`config.mk`:
```
export PLATFORM = sky130hd
export DESIGN_NAME = va_prep
export DESIGN_NICKNAME = d
export VERILOG_FILES = /design/src/rtl/core/va_pkg.sv /design/src/rtl/core/va_prep.sv
export SDC_FILE = /design/constraint.sdc
export NUM_CORES = 1
export LEC_CHECK = 0
export BUFFER_PORTS_ARGS = -buffer_cell sky130_fd_sc_hd__buf_4
export CAP_MARGIN = 10
export CORE_MARGIN = 2
export CORE_UTILIZATION = 48
export DETAILED_ROUTE_END_ITERATION = 10
export PLACE_DENSITY = 0.83
export SLEW_MARGIN = 15
export SYNTH_ARGS = -nofsm -noshare
export SYNTH_HDL_FRONTEND = slang
export SYNTH_SLANG_ARGS = --single-unit
```
`constraint.sdc`:
```
create_clock -name clk_i -period 0.81 [get_ports clk_i]
set_input_delay 0.162 -clock clk_i [delete_from_list [all_inputs] [get_ports clk_i]]
set_output_delay 0.162 -clock clk_i [all_outputs]
set_load 0.01 [all_outputs]
```
`src/rtl/core/va_pkg.sv`:
```
// Package for the vector angle unit: angle constants, the arctangent step
// table and the types that travel along the CORDIC cell chain.
// No dependencies.
`default_nettype none

package va_pkg;

  // Width of the vector magnitudes inside the chain (room for CORDIC growth).
  localparam int unsigned XY_W = 64;
  // Width of the internal angle, radians with 32 fraction bits, signed.
  localparam int unsigned ANG_W = 36;
  // Fraction bits of the internal angle.
  localparam int unsigned ANG_FRAC = 32;
  // Magnitudes are placed so that the largest lands just below bit 60.
  localparam int unsigned MAG_TOP = 60;

  localparam logic signed [ANG_W-1:0] PI_Q32            = 36'sd13493037705;
  localparam logic signed [ANG_W-1:0] HALF_PI_Q32       = 36'sd6746518852;
  localparam logic signed [ANG_W-1:0] THREE_HALF_PI_Q32 = 36'sd20239556557;
  localparam logic signed [ANG_W-1:0] TWO_PI_Q32        = 36'sd26986075409;

  // Fixed angle for vectors on an axis and for the zero vector.
  typedef enum logic [1:0] {
    FIX_ZERO,
    FIX_HALF_PI,
    FIX_PI,
    FIX_THREE_HALF_PI
  } va_fix_e;

  // Side information that follows a vector down the chain.
  typedef struct packed {
    logic    fixed;
    va_fix_e fix_sel;
    logic    dx_neg;
    logic    dy_neg;
  } va_tag_t;

  // Working vector and accumulated angle of one CORDIC cell.
  typedef struct packed {
    logic signed [XY_W-1:0]  x;
    logic signed [XY_W-1:0]  y;
    logic signed [ANG_W-1:0] z;
  } va_vec_t;

  // Arctangent of 2^-idx in radians with 32 fraction bits.
  function automatic logic signed [ANG_W-1:0] atan_q32(input int unsigned idx);
    logic signed [ANG_W-1:0] val;
    case (idx)
      0:  val = 36'sd3373259426;
      1:  val = 36'sd1991351318;
      2:  val = 36'sd1052175346;
      3:  val = 36'sd534100635;
      4:  val = 36'sd268086748;
      5:  val = 36'sd134174063;
      6:  val = 36'sd67103403;
      7:  val = 36'sd33553749;
      8:  val = 36'sd16777131;
      9:  val = 36'sd8388597;
      10: val = 36'sd4194303;
      default: val = (idx > ANG_FRAC) ? '0 : ANG_W'(64'd1 << (ANG_FRAC - idx));
    endcase
    return val;
  endfunction

endpackage

`default_nettype wire

```
`src/rtl/core/va_prep.sv`:
```
// Front cell of the vector angle unit: vector difference, axis and zero
// detection, and magnitudes scaled for the CORDIC chain. Depends on va_pkg.
`default_nettype none

module va_prep #(
  parameter int unsigned CoordBits = 16
) (
  input  logic                        clk_i,
  input  logic                        rst_ni,
  input  logic                        en_i,
  input  logic                        valid_i,
  input  logic signed [CoordBits-1:0] from_x_i,
  input  logic signed [CoordBits-1:0] from_y_i,
  input  logic signed [CoordBits-1:0] to_x_i,
  input  logic signed [CoordBits-1:0] to_y_i,
  output logic                        valid_o,
  output va_pkg::va_tag_t             tag_o,
  output va_pkg::va_vec_t             vec_o
);
  import va_pkg::*;

  localparam int unsigned GuardShift = MAG_TOP - CoordBits;

  logic signed [CoordBits:0] dx, dy;
  logic        [CoordBits:0] ax, ay;
  logic                      valid_q;
  va_tag_t                   tag_d, tag_q;
  va_vec_t                   vec_d, vec_q;

  // Difference at one extra bit, then magnitudes and quadrant signs.
  always_comb begin
    dx = (CoordBits+1)'(to_x_i) - (CoordBits+1)'(from_x_i);
    dy = (CoordBits+1)'(to_y_i) - (CoordBits+1)'(from_y_i);
    ax = dx[CoordBits] ? $unsigned(-dx) : $unsigned(dx);
    ay = dy[CoordBits] ? $unsigned(-dy) : $unsigned(dy);

    tag_d.dx_neg = dx[CoordBits];
    tag_d.dy_neg = dy[CoordBits];
    tag_d.fixed  = (dx == '0) || (dy == '0);
    if (dx == '0) begin
      if (dy == '0) begin
        tag_d.fix_sel = FIX_ZERO;
      end else if (dy[CoordBits]) begin
        tag_d.fix_sel = FIX_THREE_HALF_PI;
      end else begin
        tag_d.fix_sel = FIX_HALF_PI;
      end
    end else begin
      tag_d.fix_sel = dx[CoordBits] ? FIX_PI : FIX_ZERO;
    end

    vec_d.x = $signed(XY_W'(ax) << GuardShift);
    vec_d.y = $signed(XY_W'(ay) << GuardShift);
    vec_d.z = '0;
  end

  always_ff @(posedge clk_i or negedge rst_ni) begin
    if (!rst_ni) begin
      valid_q <= 1'b0;
    end else if (en_i) begin
      valid_q <= valid_i;
    end
  end

  always_ff @(posedge clk_i) begin
    if (en_i) begin
      tag_q <= tag_d;
      vec_q <= vec_d;
    end
  end

  assign valid_o = valid_q;
  assign tag_o   = tag_q;
  assign vec_o   = vec_q;

endmodule

`default_nettype wire

```
==> flow_metrics.tcl, run 1 <==
set metrics [dict create \
    status "complete, but fails checks" \
    failed_checks "setup timing" \
    cp_slowest_cell "nor3b_4" \
    fmax_mhz 354 \
    antennaDiodeCount 0 \
    path_cells "buf_4, inv_1, ha_1, nor2b_1, buf_4, o21ai_0, nand4_1, a22oi_2, o211ai_1, nor3b_4, nand3_2, nor3b_2, ha_2, and2_4" \
    first_iter_violations 287 \
    power.density_mw_per_mm2 1560 \
    synth_cell_type_count 61 \
    cp-end-kind "register" \
    syn_area_sq_mm 0.00476 \
    synth_seq_cells 40 \
    crit_start "from_y_i[1]" \
    synth_area_leaders "edfxtp_1 25%, buf_4 21%, ha_1 10%, xnor2_1 4.8%, inv_1 4.0%" \
    placed_area_sq_mm 0.00647 \
    cts_sinks 40 \
    synth_commonest_cells "131 x buf_4, 51 x inv_1, 39 x edfxtp_1" \
    start_util_pct 49.1 \
    clockBufferDepth 2 \
    async_reset_ff_share_pct 2.50 \
    p_leak_nw 3.63 \
    die-area_sq_mm 0.0107 \
    grt_usage_pct 25.2 \
    area_growth_pct 58.6 \
    post_drt_wl_per_cell_microns 17.1 \
    ff2ff_path_depth 2 \
    vias 4865 \
    yosysWarnings 0 \
    min-delay-start "valid_i" \
    cts_tree "done" \
    insertion_delay_ns 0.30 \
    synth_top_area_share_pct 24.6 \
    r2r_start "valid_o" \
    syn_inst 547 \
    cp.required_ns 0.87 \
    worst_hold_path.num_cells 2 \
    routed_wl_mm 16.2 \
    maxSlewViolCount 0 \
    grt_max_degree 19 \
    cpMostUsedCell "buf_4" \
    rsz0062_at_grt "yes" \
    syn_area_per_cell_sq_um 8.70 \
    core_sq_mm 0.00968 \
    hold_path_end "valid_o" \
    clockRootBuffer "clkbuf_8" \
    rows 36 \
    cp.arrival_ns 2.88 \
    htreeDepth 2 \
    peakVddDrop_v 0.000959 \
    ys_seq_area_share_pct 25.1 \
    first_global_vias 4633 \
    dp.final_hpwl_mm 10.1 \
    design_area_sq_mm 0.00755 \
    max-cap-violations 0 \
    gp_congestion 0.885 \
    fin_ws_ns -2.01 \
    antenna_found_initial 0 \
    cts_buffers 5 \
    route.detailed.drc 0 \
    criticalPathCategory "in -> reg" \
    synth_edf_count 39 \
    synthFlopType "edfxtp_1" \
    yosysTopAreaCell "edfxtp_1" \
    power_w 0.0118 \
    clk_pin_slew_ns 0.08 \
    yosysMostFrequentCell "buf_4" \
    cpPeakStageDelay_ns 0.30 \
    finalHoldViolCount 0 \
    hold_class "in -> reg" \
    path_max_fanout 2 \
    grt_pass1_wl_mm 22.2 \
    ant_nets 0 \
    finalCritPeriodShare_pct 349 \
    grt_overflow_total 0 \
    fillerInstances 530 \
    numPortBuffers 107 \
    skew_ns 0 \
    io_pins 238 \
    layout.nets 919 \
    die-height_microns 104 \
    r2r_end "valid_o" \
    ff2ff_setup_slack_ns -0.09 \
    cp-start-kind "input port" \
    setup_violations 79 \
    drive_above_1_share_pct 46.8 \
    die_width_microns 104 \
    avgViaCountPerCell 5.15 \
    finalCriticalPeriod_ns 2.82 \
    drt-pass1-iter-count 5 \
]
[worst max-delay path: cells and delay by family]
family	cells	cell delay (ns)
compound gates	3	0.74
fa+ha+maj	2	0.56
buf+inv	3	0.28
simple gates	6	1.13
[layout make-up]
cell class,instances,area [sq um],area share (%)
Sequential cell,40,1200,15.8
Tap cell,133,166,2.20
Multi-Input combinational cell,448,3500,46.4
Clock buffer,8,100,1.33
Inverter,52,243,3.22
Timing Repair Buffer,264,2340,31.0
[registers in the layout, summed over array words and instances, names as in the netlist]
signal and count:
valid_o 1, tag_o 5, vec_o 34
[per-stage QoR]
step                      hold WS [ns]  TNS (ns)  util [%]  std cells  worst slack (ns)
final                            0.107    -73.57      77.9        945             -2.01
after global routing             0.109    -77.02      77.9        945             -2.15
after CTS                        0.105    -67.51      74.1        929             -1.88
after detailed placement       -0.0592    -73.37      66.8        903             -2.26
after global placement         -0.0626    -70.82      66.8        903             -2.20
after floorplan                 -0.134    -59.03         -        676             -2.00
[per-layer routing]
metal / track usage [%] / share of wire (%) / wire (microns) / vias up
met4: 12.0 / 5.1 / 824 / 0
li1: - / - / - / 2159
met5: 0 / 0 / 0 / -
met2: 50.7 / 54 / 8790 / 329
met3: 3.52 / 7.3 / 1180 / 76
met1: 24.9 / 33 / 5370 / 2301
[cell usage in the layout (no fill, tap or decap), types with 7 or more instances in the layout]
master	count
nand2_1	17
xor2_1	14
buf_6	56
buf_4	193
o21ai_2	7
inv_1	42
ha_1	26
buf_8	7
clkbuf_8	7
conb_1	130
edfxtp_1	39
nand2b_1	7
a21oi_1	19
nor2_1	27
ha_4	9
o21a_1	9
o21ai_0	15
xnor2_1	20
nand3_1	7
a21o_1	10
[power by group]
| group | internal (W) | switching, W | leakage [nW] |
|---|---|---|---|
| combinational | 0.00366 | 0.00348 | 3.19 |
| sequential | 0.00288 | 0.000252 | 0.392 |
| clock | 0.000779 | 0.000753 | 0.0515 |
[kinds of logic after synthesis]
group | synth area share, %
AOI/OAI and AO/OA | 16.8
xor gates and xnor gates | 7.91
adders and majority gates | 10.8
buffers and inverters | 25.4
DFF | 25.1
muxes | 0.657
other | 0.0788
and+or+nand+nor | 13.2
[timing repair]
item,in CTS,in global routing
resized for setup,106,56
hold endpoints to repair,1,0
pin swaps,29,20
cloned,1,1
setup buffers,22,18
endpoints found under the setup margin,78,79
hold buffers,1,0
[worst max path at each step]
| stage | end | cells past startpoint |
|---|---|---|
| after floorplan | vec_o[96] | 13 |
| after detailed placement | vec_o[160] | 14 |
| after global routing | vec_o[96] | 14 |
| final | vec_o[96] | 14 |
| after global placement | vec_o[160] | 14 |
| after CTS | vec_o[96] | 14 |
No activity file was read; power rests on OpenSTA's default activity.
==> inputs of run 2 (changes only) <==
==> constraint.sdc (replaced) <==
create_clock -name clk_i -period 2.84 [get_ports clk_i]
set_input_delay 0.568 -clock clk_i [delete_from_list [all_inputs] [get_ports clk_i]]
set_output_delay 0.568 -clock clk_i [all_outputs]
set_load 0.01 [all_outputs]
==> run 2 against run 1 <==
Effect of this change:
- largest cell class unchanged
- the run still ends with setup timing left
- die area unchanged
- wire length decreased by 16%
- sequential share of layout area increased by 1.5 points
- first-iteration DRC count decreased by 19%
- clock skew unchanged
==> flow_metrics.tcl, run 2 (same netlist as run 1, synthesis figures left out) <==
set metrics [dict create \
    route.detailed.drc 0 \
    path_max_fanout 5 \
    status "complete, but fails checks" \
    insertion_delay_ns 0.29 \
    finalCriticalPeriod_ns 3.16 \
    cts_sinks 40 \
    timing.slew.headroom_pct 65.4 \
    area_growth_pct 45.2 \
    avgViaCountPerCell 4.92 \
    vias 4441 \
    cp.arrival_ns 3.20 \
    fin_ws_ns -0.316 \
    criticalPathCategory "in -> reg" \
    dp.final_hpwl_mm 9.35 \
    ant_nets 0 \
    clockRootBuffer "clkbuf_8" \
    final_common_cell "buf_4" \
    io_pins 238 \
    die_width_microns 104 \
    start_util_pct 49.1 \
    setup_violations 32 \
    drt-pass1-iter-count 5 \
    p_leak_nw 3.33 \
    layout.nets 877 \
    grt_overflow_total 0 \
    final_cell_mix "202 x buf_4, 130 x conb_1, 44 x inv_1" \
    cts_tree "done" \
    antenna_found_initial 0 \
    cts_hold_buf 0 \
    fmax_mhz 317 \
    rows 36 \
    ff2ff_setup_slack_ns 2.09 \
    clk_pin_slew_ns 0.07 \
    numPortBuffers 107 \
    gp_congestion 0.886 \
    failed_checks "setup timing" \
    die-height_microns 104 \
    cts_buffers 5 \
    drive_above_1_share_pct 42.9 \
    cp.required_ns 2.89 \
    routed_wl_mm 13.5 \
    tightest_slew_ns 0.519 \
    finalCritPeriodShare_pct 111 \
    grt_pass1_wl_mm 18.6 \
    grt_max_degree 41 \
    rsz0062_at_grt "yes" \
    power_w 0.00303 \
    cp-start-kind "input port" \
    finalHoldViolCount 0 \
    hold_class "in -> async" \
    grt_usage_pct 20.9 \
    power.density_mw_per_mm2 438 \
    holdWs_ns 0.0350 \
    fin_util_pct 71.4 \
    largest_reg_flops 34 \
    peakVddDrop_v 0.000225 \
    skew_ns 0 \
    core_sq_mm 0.00968 \
    maxSlewViolCount 0 \
    clockBufferDepth 2 \
    first_iter_violations 233 \
    die-area_sq_mm 0.0107 \
    htreeDepth 2 \
    max-cap-violations 0 \
    cp-end-kind "register" \
    post_drt_wl_per_cell_microns 15.0 \
    ff2ff_path_depth 1 \
    antennaDiodeCount 0 \
    first_global_vias 4144 \
]
run 2: cell types whose count changed in the layout (fill, tap and decap cells not counted), moves of 3 or more:
cell     change
buf_4        +9
buf_6       -42
buf_12       -4
and2_1       +3
buf_8        -4
and2_4       -3
nor2_4       -3
o21ai_1      -4
run 2: final cells by class:
type | count | area (sq um)
Clock buffer | 8 | 90.1
Fill cell | 651 | 2770
Inverter | 52 | 220
Multi-Input combinational cell | 448 | 3450
Sequential cell | 40 | 1200
Tap cell | 133 | 166
Timing Repair Buffer | 222 | 1790
run 2: timing repair:
item,4_1_cts,5_1_grt
pin swaps,18,21
gates resized for setup,37,75
buffers inserted,10,8
setup endpoints to repair,23,35
gates cloned,1,1
run 2: stage by stage:
stage | setup TNS [ns] | worst slack, ns | cells | instance area [sq um]
2_1_floorplan | -1.60 | -0.380 | 676 | 5470
3_3_place_gp | -9.71 | -0.527 | 877 | 6170
3_5_place_dp | -12.33 | -0.639 | 877 | 6170
4_1_cts | -1.65 | -0.231 | 896 | 6550
5_1_grt | -6.73 | -0.471 | 903 | 6910
6_report | -3.75 | -0.316 | 903 | 6910
run 2: worst paths after layout:
check / from / end
worst max register to register: valid_o / valid_o
worst min register to register: valid_o / valid_o
max in group asynchronous: rst_ni / valid_o
worst min-delay path: rst_ni / valid_o
min in group clk_i: valid_i / valid_o
worst max-delay path: from_x_i[1] / tag_o[4]
run 2: power breakdown:
part           leakage (nW)  total [W]  internal, W  switching (W)
Clock                0.0455   0.000402     0.000198       0.000203
Sequential            0.392   0.000870     0.000819      0.0000513
Combinational          2.89    0.00176     0.000861       0.000895
Total                  3.33    0.00303      0.00188        0.00115
run 2: critical path, stage by stage:
cell      delay [ns]
buf_8           0.10
buf_6           0.11
fa_2            0.39
nor2b_2         0.14
o31a_1          0.28
o221ai_4        0.21
buf_4           0.18
buf_6           0.10
a21bo_4         0.21
a31oi_4         0.24
nor2_4          0.07
nand3_2         0.09
nor4_2          0.05
ha_2            0.21
or2_4           0.25
run 2: per-layer routing:
layer  global-route usage (%)  vias up  wire length [microns]
met3                     2.89       33                    864
met1                     21.6     2106                   4660
met4                     9.46        0                    420
li1                         -     2070                      -
met2                     41.3      232                   7560
met5                        0        -                      0
==> inputs of run 3 (changes only) <==
--- a/config.mk
+++ b/config.mk
@@ -5,12 +5,12 @@
 export SDC_FILE = /design/constraint.sdc
 export NUM_CORES = 1
 export LEC_CHECK = 0
-export BUFFER_PORTS_ARGS = -buffer_cell sky130_fd_sc_hd__buf_4
 export CAP_MARGIN = 10
 export CORE_MARGIN = 2
-export CORE_UTILIZATION = 48
+export CORE_UTILIZATION = 60
 export DETAILED_ROUTE_END_ITERATION = 10
-export PLACE_DENSITY = 0.83
+export DONT_BUFFER_PORTS = 1
+export PLACE_DENSITY = 0.76
 export SLEW_MARGIN = 15
 export SYNTH_ARGS = -nofsm -noshare
 export SYNTH_HDL_FRONTEND = slang
==> run 3 against run 2 <==
Effect of this change:
- the flow still finishes with violations (setup timing)
- critical path depth down 4
- first-iteration DRC count is 21% lower
- utilization is 2.4 points higher
- total power down 17%
- fmax up 5.8%
- largest cell class unchanged
- highest routed layer unchanged
==> flow_metrics.tcl, run 3 (same netlist as run 1, synthesis figures left out) <==
set metrics [dict create \
    path_max_fanout 3 \
    cp.arrival_ns 3.03 \
    first_iter_violations 183 \
    avgViaCountPerCell 5.06 \
    grt_usage_pct 22.2 \
    cpLargestDelayFamily "compound AO/OA/AOI/OAI gates" \
    p_sw_w 0.000962 \
    hold_path_end "vec_o[89]" \
    layout.nets 762 \
    ff2ff_setup_slack_ns 2.03 \
    die-area_sq_mm 0.00866 \
    die_width_microns 93.1 \
    area_growth_pct 19.1 \
    worst_hold_path.num_cells 0 \
    hold_class "in -> reg" \
    cts_buffers 5 \
    finalHoldViolCount 0 \
    ant_nets 0 \
    final_common_cell "conb_1" \
    routed_wl_mm 10.8 \
    power.density_mw_per_mm2 445 \
    finalCritPeriodShare_pct 105 \
    largest_reg_flops 34 \
    clockBufferDepth 2 \
    grt_pass1_wl_mm 15.5 \
    setup_violations 9 \
    antennaDiodeCount 0 \
    maxSlewViolCount 0 \
    intPower_w 0.00156 \
    multiInputGateArea_sq_mm 0.00320 \
    route.detailed.drc 0 \
    clockRootBuffer "clkbuf_8" \
    failed_checks "setup timing" \
    crit_cells 11 \
    r2r_start "valid_o" \
    core_sq_mm 0.00769 \
    htreeDepth 2 \
    cts_sinks 40 \
    clkPwrFrac_pct 14.7 \
    criticalPathCategory "in -> reg" \
    r2r_end "valid_o" \
    placed_area_sq_mm 0.00532 \
    cp-end-kind "register" \
    swShare_pct 38.2 \
    ff2ff_path_depth 1 \
    max-cap-violations 0 \
    fillerInstances 559 \
    power_frac_seq_pct 37.3 \
    finalCriticalPeriod_ns 2.98 \
    start_util_pct 61.9 \
    final_cell_mix "130 x conb_1, 101 x buf_4, 46 x inv_1" \
    vias 3833 \
    numPortBuffers 0 \
    antenna_found_initial 0 \
    dp.final_hpwl_mm 8.60 \
    holdWs_ns 0.378 \
    cts_tree "done" \
    design_area_sq_mm 0.00567 \
    cp_slowest_cell "o31a_1" \
    p_leak_nw 2.67 \
    first_global_vias 3438 \
    rsz0062_at_grt "yes" \
    pwr-share-comb_pct 48.0 \
    io_pins 238 \
    status "complete, but fails checks" \
    drt-pass1-iter-count 5 \
    clk_pin_slew_ns 0.08 \
    skew_ns 0 \
    fin_ws_ns -0.142 \
    critPathBufInv 0 \
    seqCellArea_sq_mm 0.00120 \
    cpPeakStageDelay_ns 0.33 \
    insertion_delay_ns 0.29 \
    drive_above_1_share_pct 27.5 \
    cp.required_ns 2.89 \
    peakVddDrop_v 0.000206 \
    die-height_microns 93.1 \
    min-delay-start "en_i" \
    post_drt_wl_per_cell_microns 14.3 \
    gp_congestion 0.907 \
    cp-start-kind "input port" \
    path_cells "ha_4, nor2b_4, o31a_1, o311ai_4, o21ai_2, a211oi_2, nor2_1, a311o_1, nor4_2, ha_1, and2_1" \
    grt_max_degree 41 \
    rows 32 \
    fmax_mhz 335 \
    grt_overflow_total 0 \
]
run 3: cell count changes in the layout (fill, tap and decap cells not counted), moves of 5 or more:
cell | previous run | this run
xnor2_1 | 18 | 25
o21ai_2 | 7 | 2
xnor2_2 | 8 | 1
nor2_1 | 29 | 34
buf_6 | 14 | 3
buf_4 | 202 | 101
run 3: worst max-delay path by stage:
| stage | startpoint | endpoint | slack, ns |
|---|---|---|---|
| 3_5_place_dp | to_x_i[1] | vec_o[160] | -0.50 |
| 5_1_grt | to_x_i[1] | vec_o[160] | -0.23 |
| 3_3_place_gp | from_x_i[6] | vec_o[160] | -0.45 |
| 2_1_floorplan | to_y_i[0] | vec_o[96] | -0.38 |
| 6_report | to_x_i[1] | vec_o[160] | -0.14 |
| 4_1_cts | to_x_i[0] | tag_o[4] | -0.15 |
run 3: area by class of cell:
| class | instances | share of cell area [%] |
|---|---|---|
| clock inverters | 2 | 0.199 |
| multi-input cells | 448 | 56.5 |
| repair buffers | 107 | 14.8 |
| clock buffers | 6 | 1.28 |
| well taps | 102 | 2.25 |
| inverters | 52 | 3.88 |
| flip-flops and latches | 40 | 21.1 |
run 3: what timing repair did:
item / CTS / global route
resized for setup: 9 / 33
pin swaps: 6 / 17
cloned: 0 / 1
setup buffers: 3 / 6
endpoints found under the setup margin: 5 / 27
hold buffers: 1 / 0
endpoints found under the hold margin: 1 / 0
run 3: layer usage:
layer | global-route usage [%] | up-vias | share of wire [%]
met1 | 25.5 | 1779 | 38
met3 | 3.38 | 21 | 7.5
met5 | 0 | - | 0
li1 | - | 1838 | -
met4 | 6.99 | 0 | 1.9
met2 | 42.0 | 195 | 53
run 3: metrics by stage:
step	setup WS (ns)	power (W)	utilization [%]	std cells	setup TNS, ns
global placement	-0.454	0.00201	69.2	738	-5.15
finish	-0.142	0.00252	73.7	757	-0.644
detailed placement	-0.495	0.00205	69.2	738	-6.98
floorplan	-0.380	0.00180	-	676	-1.60
global route	-0.232	0.00265	73.7	757	-1.96
CTS	-0.151	0.00243	71.4	750	-0.576
run 3: power groups by stage:
stage | Sequential (W) | Combinational (W) | Clock [W]
3_3_place_gp | 0.000951 | 0.00106 | 0
2_1_floorplan | 0.000927 | 0.000870 | 0
3_5_place_dp | 0.000956 | 0.00110 | 0
4_1_cts | 0.000942 | 0.00112 | 0.000367
6_report | 0.000941 | 0.00121 | 0.000370
5_1_grt | 0.000950 | 0.00131 | 0.000386
