File: config.mk
export PLATFORM = sky130hd
export DESIGN_NAME = va_post
export DESIGN_NICKNAME = d
export VERILOG_FILES = /design/src/rtl/core/va_pkg.sv /design/src/rtl/core/va_post.sv
export SDC_FILE = /design/constraint.sdc
export NUM_CORES = 1
export LEC_CHECK = 0
export BUFFER_PORTS_ARGS = -buffer_cell sky130_fd_sc_hd__buf_2
export CELL_PAD_IN_SITES_DETAIL_PLACEMENT = 1
export CELL_PAD_IN_SITES_GLOBAL_PLACEMENT = 1
export CORE_UTILIZATION = 44
export CTS_BUF_LIST = sky130_fd_sc_hd__clkbuf_8 sky130_fd_sc_hd__clkbuf_16
export CTS_CLUSTER_SIZE = 30
export DETAILED_ROUTE_END_ITERATION = 6
export PLACE_DENSITY_LB_ADDON = 0.1
export SYNTH_ARGS = -nofsm -noshare
export SYNTH_HDL_FRONTEND = slang
export SYNTH_SLANG_ARGS = --single-unit
File: constraint.sdc
create_clock -name clk_i -period 3.1 [get_ports clk_i]
set_clock_uncertainty 0.05 [all_clocks]
set_input_delay 0.465 -clock clk_i [delete_from_list [all_inputs] [get_ports clk_i]]
set_output_delay 0.465 -clock clk_i [all_outputs]
set_load 0.01 [all_outputs]
File: src/rtl/core/va_pkg.sv
// Package for the vector angle unit: angle constants, the arctangent step
// table and the types that travel along the CORDIC cell chain.
// No dependencies.
`default_nettype none

package va_pkg;

  // Width of the vector magnitudes inside the chain (room for CORDIC growth).
  localparam int unsigned XY_W = 64;
  // Width of the internal angle, radians with 32 fraction bits, signed.
  localparam int unsigned ANG_W = 36;
  // Fraction bits of the internal angle.
  localparam int unsigned ANG_FRAC = 32;
  // Magnitudes are placed so that the largest lands just below bit 60.
  localparam int unsigned MAG_TOP = 60;

  localparam logic signed [ANG_W-1:0] PI_Q32            = 36'sd13493037705;
  localparam logic signed [ANG_W-1:0] HALF_PI_Q32       = 36'sd6746518852;
  localparam logic signed [ANG_W-1:0] THREE_HALF_PI_Q32 = 36'sd20239556557;
  localparam logic signed [ANG_W-1:0] TWO_PI_Q32        = 36'sd26986075409;

  // Fixed angle for vectors on an axis and for the zero vector.
  typedef enum logic [1:0] {
    FIX_ZERO,
    FIX_HALF_PI,
    FIX_PI,
    FIX_THREE_HALF_PI
  } va_fix_e;

  // Side information that follows a vector down the chain.
  typedef struct packed {
    logic    fixed;
    va_fix_e fix_sel;
    logic    dx_neg;
    logic    dy_neg;
  } va_tag_t;

  // Working vector and accumulated angle of one CORDIC cell.
  typedef struct packed {
    logic signed [XY_W-1:0]  x;
    logic signed [XY_W-1:0]  y;
    logic signed [ANG_W-1:0] z;
  } va_vec_t;

  // Arctangent of 2^-idx in radians with 32 fraction bits.
  function automatic logic signed [ANG_W-1:0] atan_q32(input int unsigned idx);
    logic signed [ANG_W-1:0] val;
    case (idx)
      0:  val = 36'sd3373259426;
      1:  val = 36'sd1991351318;
      2:  val = 36'sd1052175346;
      3:  val = 36'sd534100635;
      4:  val = 36'sd268086748;
      5:  val = 36'sd134174063;
      6:  val = 36'sd67103403;
      7:  val = 36'sd33553749;
      8:  val = 36'sd16777131;
      9:  val = 36'sd8388597;
      10: val = 36'sd4194303;
      default: val = (idx > ANG_FRAC) ? '0 : ANG_W'(64'd1 << (ANG_FRAC - idx));
    endcase
    return val;
  endfunction

endpackage

`default_nettype wire

File: src/rtl/core/va_post.sv
// Back end of the vector angle unit: clamp and quadrant placement in one
// cell, rounding and full-circle wrap into the output register in the next.
// Depends on va_pkg.
`default_nettype none

module va_post #(
  parameter int unsigned AngleFracBits = 13
) (
  input  logic                           clk_i,
  input  logic                           rst_ni,
  input  logic                           en_i,
  input  logic                           valid_i,
  input  va_pkg::va_tag_t                tag_i,
  input  logic signed [va_pkg::ANG_W-1:0] z_i,
  output logic                           valid_o,
  output logic [AngleFracBits+2:0]       direction_o
);
  import va_pkg::*;

  localparam int unsigned OutW       = AngleFracBits + 3;
  localparam int unsigned RoundShift = ANG_FRAC - AngleFracBits;
  localparam logic [ANG_W-1:0] RoundAdd = ANG_W'(64'd1 << (RoundShift - 1));
  localparam logic [ANG_W-1:0] FullCode =
    ANG_W'((64'(TWO_PI_Q32) + 64'(RoundAdd)) >> RoundShift);

  logic signed [ANG_W-1:0] a, ang_d, ang_q;
  logic                    valid_a_q, valid_q;
  logic        [ANG_W-1:0] sum, r_wide;
  logic        [OutW-1:0]  dir_d, dir_q;

  // Clamp the first-quadrant angle and place it in its quadrant.
  always_comb begin
    if (z_i[ANG_W-1]) begin
      a = '0;
    end else if (z_i > HALF_PI_Q32) begin
      a = HALF_PI_Q32;
    end else begin
      a = z_i;
    end

    if (tag_i.fixed) begin
      case (tag_i.fix_sel)
        FIX_ZERO:          ang_d = '0;
        FIX_HALF_PI:       ang_d = HALF_PI_Q32;
        FIX_PI:            ang_d = PI_Q32;
        FIX_THREE_HALF_PI: ang_d = THREE_HALF_PI_Q32;
        default:           ang_d = '0;
      endcase
    end else if (!tag_i.dx_neg && !tag_i.dy_neg) begin
      ang_d = a;
    end else if (tag_i.dx_neg && !tag_i.dy_neg) begin
      ang_d = PI_Q32 - a;
    end else if (tag_i.dx_neg) begin
      ang_d = PI_Q32 + a;
    end else begin
      ang_d = TWO_PI_Q32 - a;
    end
  end

  // Round half up to the output grid; a full turn wraps to zero.
  always_comb begin
    sum    = $unsigned(ang_q) + RoundAdd;
    r_wide = sum >> RoundShift;
    dir_d  = (r_wide >= FullCode) ? '0 : r_wide[OutW-1:0];
  end

  always_ff @(posedge clk_i or negedge rst_ni) begin
    if (!rst_ni) begin
      valid_a_q <= 1'b0;
      valid_q   <= 1'b0;
    end else if (en_i) begin
      valid_a_q <= valid_i;
      valid_q   <= valid_a_q;
    end
  end

  always_ff @(posedge clk_i) begin
    if (en_i) begin
      ang_q <= ang_d;
      dir_q <= dir_d;
    end
  end

  assign valid_o     = valid_q;
  assign direction_o = dir_q;

endmodule

`default_nettype wire
==> flow_summary_export.csv, run 1 <==
group,metric,value,unit
job,cap_violations,0,
layout,fin_util,62.6,%
global_route,antenna_found_initial,0,
setup_path,critical_path_peak_fanout,5,
yosys,synth_area_per_cell,7.96,um^2
setup_path,rrSetupSlack,0.19,ns
drt,drt_first_pass_iters,7,
yosys,ys_ff_latch,36,
placed_design,portBuffers,61,
setup_path,crit_required,3.15,ns
outcome,run_status,"finished, violations left",
sta,holdWs,0.378,ns
setup_path,r2r-end,"direction_o[3]",
setup_path,path_cells,"buf_2, buf_4, nor4_1, nand4_1, buf_4, nor3_4, nor2_1, a22oi_2, buf_4, nand3_1, a31o_2, and3_1, o31ai_2",
outcome,violations,"design-rule violations, negative setup slack",
placed_design,gp_congestion,1.00,
setup_path,reg2reg_from,"ang_q[20]",
min_path,hold_depth,2,
placed_design,placed_cells,819,
global_route,overflow,0,
sta,finalMaxSlewViolations,0,
yosys,synth.yosys.seq_area_share,25.3,%
yosys,synth_nets,582,
cts,clockBufferDepth,2,
yosys,synthesis.area,4240,um^2
setup_path,endpoint_kind,"flop",
layout,area_delta_synth_final,37.2,%
layout,multi_input_area,3020,um^2
yosys,synthXorXnorAreaFrac,5.17,%
yosys,synth_top_cell_by_area,"edfxtp_1",
power,pwr-share-clk,20.7,%
yosys,synth.mux.area_fraction,2.27,%
sta,fin_crit_sh,101,%
layout,final_cells,834,
cts,cts_root_buf,"clkbuf_8",
cts,clk-insertion-delay-late,0.29,ns
yosys,synth_compound_area_share,33.3,%
layout,seq_area,1070,um^2
layout,diodes,0,
min_path,holdCritPathClass,"in2reg",
power,combPwrFrac,40.0,%
power,power_leakage,2.33,nW
sta,setup_viol,2,
yosys,synth-async-reset-ratio,5.56,%
min_path,hold_end,"valid_a_q",
yosys,synth_cell_type_count,86,
sta,rsz0062_at_grt,"yes",
yosys,synth_edf_count,34,
cts,cts_made_buffers,5,
die,rows,35,
layout,fillerInstances,1151,
cts,path_clk_slew,0.07,ns
power,power_frac_seq,39.3,%
drt,vias,5566,
die,core_region_area,9280,um^2
global_route,grt_max_degree,37,
layout,nNetsFinal,754,
setup_path,worstRegToRegCells,9,
power,total_power,1.62,mW
power,internal_power,1.03,mW
setup_path,cpMostUsedCell,"buf_4",
die,dieArea,10000,um^2
layout,final_area,5810,um^2
die,start_util,45.6,%
setup_path,critPathSlowestCell,"nor4_1",
sta,hold_viol,0,
yosys,synth_top_area_share,24.1,%
drt,via_per_inst,6.67,
drt,wirelength,19800,um
drt,drt_iter0_drc,436,
power,p_switching,0.581,mW
yosys,synth-simple-area-share,25.5,%
power,ir_drop,0.202,mV
sta,max_freq,320,MHz
sta,fin_crit,3.12,ns
die,die_y,100,um
cts,cts_tree,"built",
global_route,grt_pass1_wl,30500,um
setup_path,arrival,3.17,ns
setup_path,critPathKind,"in2reg",
setup_path,cp-start-kind,"input port",
power,p_per_area,278,nW/um^2
cts,clock-sinks,36,
cts,htree_levels,2,
global_route,grt_pass1_vias,5698,
setup_path,cpLargestDelayFamily,"simple AND/OR/NAND/NOR gates",
yosys,ys.flop_type,"edfxtp_1",
layout,drive_gt1_share,36.2,%
yosys,synth_warnings,0,
setup_path,slowest_delay,0.40,ns
sta,final.setup.worst_slack,-0.0216,ns
sta,slew_headroom,44.6,%
placed_design,place_hpwl,15200,um
global_route,gr-usage-all-layers,39.4,%
placed_design,post_dp_cell_area,5520,um^2
yosys,synth_common_cells,"nor2_1 (53), nand2_1 (36), edfxtp_1 (34), a21oi_1 (33), o21ai_0 (26)",
setup_path,worst-path-buf-inv,4,
yosys,synth_most_common_cell,"nor2_1",
drt,ant_nets,0,
power,swShare,36.0,%
drt,drc,1,
yosys,yosys.area_share.adder,1.48,%
min_path,worstHoldStart,"valid_i",
yosys,synthCells,532,
sta,worst_slew_pin_slew,0.832,ns
yosys,synthTopCellsByArea,"edfxtp_1 (24%), nor2_1 (4.7%), a21oi_1 (3.9%)",
yosys,synth_top_family_by_area,"compound AO/OA/AOI/OAI gates",
drt,post_drt_wl_per_cell,23.7,um
die,dieWidth,100,um
die,ios,62,
## layout by cell type (no fill, tap or decap), types with 6 or more instances in the layout
master / instances
nor3_1: 19
or3_1: 6
nand4_1: 12
o21ai_0: 23
xnor2_1: 11
buf_2: 61
clkbuf_8: 6
xor2_1: 14
a21o_1: 7
buf_4: 137
inv_1: 21
o211ai_1: 10
nand2b_1: 6
nand2_1: 35
a31oi_1: 15
o21a_1: 7
and3_1: 8
nor2_1: 51
a21oi_1: 31
nor4_1: 6
edfxtp_1: 34
o31ai_1: 15
nand3_1: 22
## timing repair
| item | in CTS | in global routing |
|---|---|---|
| hold buffers | 1 | 0 |
| cloned | 0 | 0 |
| pin swaps | 0 | 10 |
| endpoints found under the hold margin | 2 | 0 |
| buffers inserted | 0 | 6 |
| gates resized for setup | 10 | 21 |
| endpoints found under the setup margin | 22 | 14 |
## metal layers
metal | wire [um] | vias up | global-route usage [%]
li1 | - | 2435 | -
met1 | 7570 | 2714 | 47.2
met2 | 9790 | 327 | 68.9
met3 | 1460 | 90 | 5.71
met4 | 958 | 0 | 20.1
met5 | 0 | - | 0
## per-stage QoR
stage	setup slack, ns	TNS (ns)
5_1_grt	-0.0850	-0.481
3_5_place_dp	-0.601	-5.37
4_1_cts	0.00142	0
6_report	-0.0216	-0.0316
2_1_floorplan	0.0286	0
3_3_place_gp	-0.484	-3.24
## worst max-delay path by stage
stage	from	cells after the start	to	slack [ns]
global placement	z_i[6]	11	ang_q[24]	-0.48
global route	z_i[3]	13	ang_q[26]	-0.08
CTS	z_i[30]	12	ang_q[29]	0.001
floorplan	z_i[29]	10	ang_q[30]	0.03
detailed placement	z_i[6]	11	ang_q[24]	-0.60
finish	z_i[3]	13	ang_q[26]	-0.02
## logic make-up (layout without fill, tap and decap cells)
family                     after synthesis  count (layout)
AOI/OAI and AO/OA                      195             195
xor gates and xnor gates                25              25
adders and majority gates                5               5
buffers and inverters                   58             231
DFF                                     36              36
muxes                                    9               9
other                                    1               1
and+or+nand+nor                        203             203
## power by group through the flow
| stage | Sequential, mW | Combinational, mW | Clock, mW |
|---|---|---|---|
| 6_report | 0.635 | 0.646 | 0.335 |
| 3_5_place_dp | 0.641 | 0.596 | 0 |
| 5_1_grt | 0.640 | 0.683 | 0.344 |
| 4_1_cts | 0.634 | 0.610 | 0.332 |
| 2_1_floorplan | 0.639 | 0.303 | 0 |
| 3_3_place_gp | 0.635 | 0.568 | 0 |
## state kept, by name, summed over array words and instances, names as in the netlist
name / flops
valid_o: 1
direction_o: 16
valid_a_q: 1
ang_q: 18
## layout make-up
| type | instances | area share, % |
|---|---|---|
| Timing Repair Buffer | 201 | 23.8 |
| Inverter | 22 | 1.42 |
| Tap cell | 129 | 2.78 |
| Sequential cell | 36 | 18.4 |
| Clock buffer | 6 | 1.42 |
| Clock inverter | 2 | 0.129 |
| Multi-Input combinational cell | 438 | 52.0 |
Power figures use the tool's default switching activity.
==> run 2, diff against run 1 <==
==> config.mk (replaced) <==
export PLATFORM = sky130hd
export DESIGN_NAME = va_post
export DESIGN_NICKNAME = d
export VERILOG_FILES = /design/src/rtl/core/va_pkg.sv /design/src/rtl/core/va_post.sv
export SDC_FILE = /design/constraint.sdc
export NUM_CORES = 1
export LEC_CHECK = 0
export BUFFER_PORTS_ARGS = -buffer_cell sky130_fd_sc_hd__buf_2
export CORE_UTILIZATION = 59
export CTS_BUF_LIST = sky130_fd_sc_hd__clkbuf_8 sky130_fd_sc_hd__clkbuf_16
export CTS_CLUSTER_SIZE = 30
export DETAILED_ROUTE_END_ITERATION = 6
export PLACE_DENSITY = 0.82
export SYNTH_ARGS = -nofsm -noshare
export SYNTH_HDL_FRONTEND = slang
export SYNTH_SLANG_ARGS = --single-unit
==> run 2 against run 1 <==
The run ends with design-rule violations left. Via count grew 2.3%. Utilization is 21 points higher. Sequential cell count unchanged. Final cell count is 4.2% lower. Routed wire length down 12%. Clock power up 28%. Combinational power shrank 3.3%. Power up 4.6%. Design area is 1.3% lower. Critical path type unchanged. Critical endpoint is now ang_q[30]. Largest cell class unchanged. Highest routed layer is now met5.
==> flow_summary_export.csv, run 2 (synthesis results as in run 1) <==
group,metric,value,unit
min_path,worstHoldStart,"valid_i",
setup_path,arrival,3.09,ns
cts,cts_tree,"built",
drt,vias,5694,
sta,slew_headroom,46.7,%
sta,max_freq,323,MHz
sta,fin_crit,3.10,ns
setup_path,cpLargestDelayFamily,"compound AO/OA/AOI/OAI gates",
layout,drive_gt1_share,36.1,%
die,ios,62,
sta,setup_viol,0,
sta,tns,0,ns
power,power_leakage,2.32,nW
global_route,grt_pass1_wl,26700,um
global_route,grt_pass1_vias,5162,
layout,area_delta_synth_final,35.5,%
drt,wirelength,17400,um
power,total_power,1.69,mW
drt,via_per_inst,7.13,
die,start_util,61.7,%
layout,largest_reg_flops,18,
sta,holdWs,0.391,ns
layout,mostFrequentLayoutCell,"buf_4",
die,rows,30,
power,ir_drop,0.244,mV
placed_design,place_hpwl,12400,um
placed_design,portBuffers,61,
min_path,hold_depth,2,
outcome,run_status,"finished, violations left",
die,core_region_area,6870,um^2
drt,ant_nets,0,
setup_path,reg2reg_from,"ang_q[20]",
placed_design,dpl_worst_slack,-0.355,ns
cts,htree_levels,2,
sta,final.setup.worst_slack,0.00352,ns
power,p_per_area,294,nW/um^2
die,dieWidth,86.7,um
min_path,hold_end,"valid_a_q",
cts,path_clk_slew,0.08,ns
layout,nNetsFinal,752,
cts,cts_root_buf,"clkbuf_8",
drt,drt_iter0_drc,798,
cts,clockBufferDepth,2,
sta,fin_crit_sh,99.9,%
placed_design,gp_congestion,1.12,
setup_path,path_cells,"buf_2, buf_4, o31a_1, nor2_1, a41oi_1, a211oi_2, o211ai_1, or4_4, a211o_1, o211ai_2, o31ai_2",
min_path,holdCritPathClass,"in2reg",
sta,worst_slew_pin_slew,0.799,ns
layout,layout_common_cells,"buf_4 (136), buf_2 (60), nor2_1 (52)",
setup_path,worstRegToRegCells,9,
sta,hold_viol,0,
setup_path,critPathKind,"in2reg",
die,die_y,86.7,um
sta,finalMaxSlewViolations,0,
drt,drt_first_pass_iters,7,
cts,clock-sinks,36,
sta,rsz0062_at_grt,"yes",
outcome,violations,"design-rule violations",
drt,drc,1,
setup_path,cp-start-kind,"input port",
setup_path,critPathSlowestCell,"or4_4",
job,cap_violations,0,
setup_path,slowest_delay,0.44,ns
layout,fin_util,83.5,%
drt,post_drt_wl_per_cell,21.7,um
global_route,gr-usage-all-layers,46.4,%
cts,clk-insertion-delay-late,0.31,ns
layout,regMostFlops,"ang_q",
setup_path,endpoint_kind,"flop",
global_route,antenna_found_initial,1,
cts,cts_made_buffers,5,
global_route,overflow,0,
setup_path,r2r-end,"direction_o[8]",
die,dieArea,7520,um^2
setup_path,crit_required,3.10,ns
setup_path,critical_path_peak_fanout,5,
setup_path,worst-path-buf-inv,2,
setup_path,rrSetupSlack,0.12,ns
global_route,grt_max_degree,37,
layout,diodes,0,
[run 2: where the power goes]
| part | switching [mW] | internal [mW] | leakage (nW) |
|---|---|---|---|
| registers | 0.0424 | 0.592 | 0.364 |
| logic | 0.364 | 0.261 | 1.90 |
| clock network | 0.191 | 0.238 | 0.0541 |
| total | 0.598 | 1.09 | 2.32 |
[run 2: layer usage]
| metal | global-route usage (%) | up-vias | part of all wire (%) |
|---|---|---|---|
| met5 | 0 | - | 0.052 |
| met4 | 23.3 | 2 | 5.9 |
| met3 | 13.9 | 130 | 13 |
| met2 | 75.4 | 570 | 46 |
| met1 | 55.6 | 2566 | 35 |
| li1 | - | 2426 | - |
[run 2: worst max-delay path by stage]
stage,startpoint,endpoint,slack [ns],depth (start not counted)
CTS,z_i[24],ang_q[20],0.04,11
floorplan,z_i[29],ang_q[30],0.03,10
detailed placement,z_i[24],ang_q[20],-0.36,11
finish,z_i[2],ang_q[30],0.004,11
global route,z_i[27],ang_q[24],-0.09,10
global placement,z_i[24],ang_q[20],-0.26,11
[run 2: through the flow]
stage / instance area (um^2) / cells
floorplan: 4240 / 532
global placement: 5440 / 783
detailed placement: 5440 / 783
CTS: 5560 / 792
global route: 5740 / 799
finish: 5740 / 799
[run 2: cell type report]
type,count,area [um^2]
sequential,36,1070
clock inverter,3,42.5
fill,420,1130
clock buffer,5,68.8
tap,96,120
inverter,22,82.6
timing repair buffer,199,1360
multi-input combinational,438,2990
[run 2: repair_timing]
item,in CTS,in global routing
buffers inserted,0,7
endpoints found under the hold margin,2,0
hold buffers,1,0
resized for setup,1,26
pin swaps,0,9
setup endpoints to repair,3,29
==> run 3, diff against run 2 <==
==> config.mk (replaced) <==
export PLATFORM = sky130hd
export DESIGN_NAME = va_post
export DESIGN_NICKNAME = d
export VERILOG_FILES = /design/src/rtl/core/va_pkg.sv /design/src/rtl/core/va_post.sv
export SDC_FILE = /design/constraint.sdc
export NUM_CORES = 1
export LEC_CHECK = 0
export CORE_UTILIZATION = 65
export CTS_BUF_LIST = sky130_fd_sc_hd__clkbuf_8 sky130_fd_sc_hd__clkbuf_16
export CTS_CLUSTER_DIAMETER = 150
export CTS_CLUSTER_SIZE = 30
export DETAILED_ROUTE_END_ITERATION = 6
export DONT_BUFFER_PORTS = 1
export PLACE_DENSITY = 0.81
export REMOVE_ABC_BUFFERS = 1
export SYNTH_ARGS = -nofsm -noshare
export SYNTH_HDL_FRONTEND = slang
export SYNTH_SLANG_ARGS = --single-unit
==> run 3 against run 2 <==
The run now ends clean. Clock power shrank 28%. Hold slack lost 0.15 ns. Power shrank 22%. Critical path depth shrank 1. Routed wire length shrank 19%. Final cell count shrank 21%. Sequential share of layout area grew 4.6 points. Utilization shrank 11 points. Global-route usage shrank 4.7 points. Sequential cell count is the same. Combinational power shrank 41%. Highest routed layer is now met4.
==> flow_summary_export.csv, run 3 (synthesis results as in run 1) <==
group,metric,value,unit
global_route,overflow,0,
setup_path,crit_required,3.07,ns
die,start_util,67.1,%
global_route,grt_max_degree,37,
drt,vias,4708,
cts,cts_root_buf,"clkbuf_8",
layout,mostFrequentLayoutCell,"nor2_1",
sta,hold_viol,0,
drt,ant_nets,0,
sta,fin_crit,2.93,ns
power,ir_drop,0.376,mV
cts,cts_tree,"built",
layout,area_delta_synth_final,8.80,%
layout,nNetsFinal,605,
setup_path,arrival,2.91,ns
min_path,holdCritPathClass,"in2reg",
cts,clk-insertion-delay-late,0.28,ns
layout,largest_reg_flops,18,
cts,path_clk_slew,0.07,ns
sta,finalMaxSlewViolations,0,
drt,wirelength,14000,um
sta,tns,0,ns
sta,rsz0062_at_grt,"no",
sta,slew_headroom,53.0,%
die,dieArea,6840,um^2
drt,via_per_inst,7.44,
cts,htree_levels,2,
global_route,grt_pass1_vias,4323,
layout,diodes,0,
placed_design,gp_congestion,1.09,
sta,setup_viol,0,
die,core_region_area,6310,um^2
power,power_leakage,1.61,nW
die,die_y,82.7,um
die,ios,62,
die,rows,29,
drt,drt_first_pass_iters,5,
layout,regMostFlops,"ang_q",
setup_path,critical_path_peak_fanout,9,
setup_path,critPathKind,"in2reg",
drt,post_drt_wl_per_cell,22.2,um
die,dieWidth,82.7,um
placed_design,dpl_worst_slack,-0.0830,ns
sta,max_freq,341,MHz
power,p_per_area,287,nW/um^2
setup_path,cp-start-kind,"input port",
setup_path,endpoint_kind,"flop",
sta,fin_crit_sh,94.7,%
global_route,antenna_found_initial,0,
global_route,grt_pass1_wl,21300,um
sta,worst_slew_pin_slew,0.703,ns
drt,drc,0,
drt,drt_iter0_drc,509,
cts,cts_made_buffers,5,
cts,clockBufferDepth,2,
placed_design,portBuffers,0,
job,cap_violations,0,
layout,layout_common_cells,"nor2_1 (53), buf_4 (50), nand2_1 (36)",
global_route,gr-usage-all-layers,41.6,%
sta,final.setup.worst_slack,0.166,ns
layout,drive_gt1_share,15.5,%
placed_design,place_hpwl,10700,um
cts,clock-sinks,36,
outcome,run_status,"completed",
run 3: what timing repair did:
action / CTS / global route
buffers inserted: 0 / 0
resized for setup: 0 / 0
endpoints found under the setup margin: 0 / 0
hold buffers: 1 / 0
hold endpoints to repair: 2 / 0
run 3: final cells by class:
type | instances | area, um^2
Multi-Input combinational cell | 438 | 2870
Fill cell | 502 | 1710
Sequential cell | 36 | 1070
Clock buffer | 5 | 68.8
Clock inverter | 3 | 12.5
Inverter | 22 | 82.6
Timing Repair Buffer | 52 | 405
Tap cell | 77 | 96.3
run 3: critical path: stages:
cell and delay, ns:
or2_4 0.26, or4_4 0.56, nor3_4 0.26, buf_4 0.18, o21ai_2 0.07, o311ai_0 0.57
buf_4 0.20, o211ai_1 0.09, xor2_1 0.17, o21ai_0 0.08
run 3: per-layer routing:
metal / vias up / wire [um] / GRT usage, %
met4: 0 / 631 / 19.0
li1: 2133 / - / -
met1: 2103 / 5170 / 50.7
met2: 400 / 6570 / 70.6
met5: - / 0 / 0
met3: 72 / 1660 / 7.80
run 3: final timing paths:
path,slack (ns),cells after the start,endpoint,from
max in group asynchronous,2.49,1,valid_o,rst_ni
hold reg to reg,0.49,1,valid_a_q,valid_a_q
min in group asynchronous,0.37,1,valid_a_q,rst_ni
setup reg to reg,0.24,9,direction_o[4],ang_q[20]
hold / removal,0.24,0,direction_o[4],en_i
setup / recovery,0.17,10,ang_q[29],z_i[30]
run 3: stage by stage:
step / utilization, % / instances / hold WS, ns / area, um^2 / power (mW)
finish: 73.0 / 633 / 0.243 / 4610 / 1.32
global route: 73.0 / 633 / 0.234 / 4610 / 1.38
CTS: 73.0 / 633 / 0.240 / 4610 / 1.31
detailed placement: 71.5 / 624 / 0.119 / 4520 / 1.01
global placement: 71.5 / 624 / 0.119 / 4520 / 0.994
floorplan: - / 496 / 0.119 / 4030 / 0.895
run 3: power by group:
group	leakage, nW	total (mW)	internal (mW)	switching, mW
registers	0.364	0.645	0.594	0.0510
clock network	0.0505	0.308	0.151	0.157
logic	1.20	0.371	0.163	0.208
total	1.61	1.32	0.908	0.416
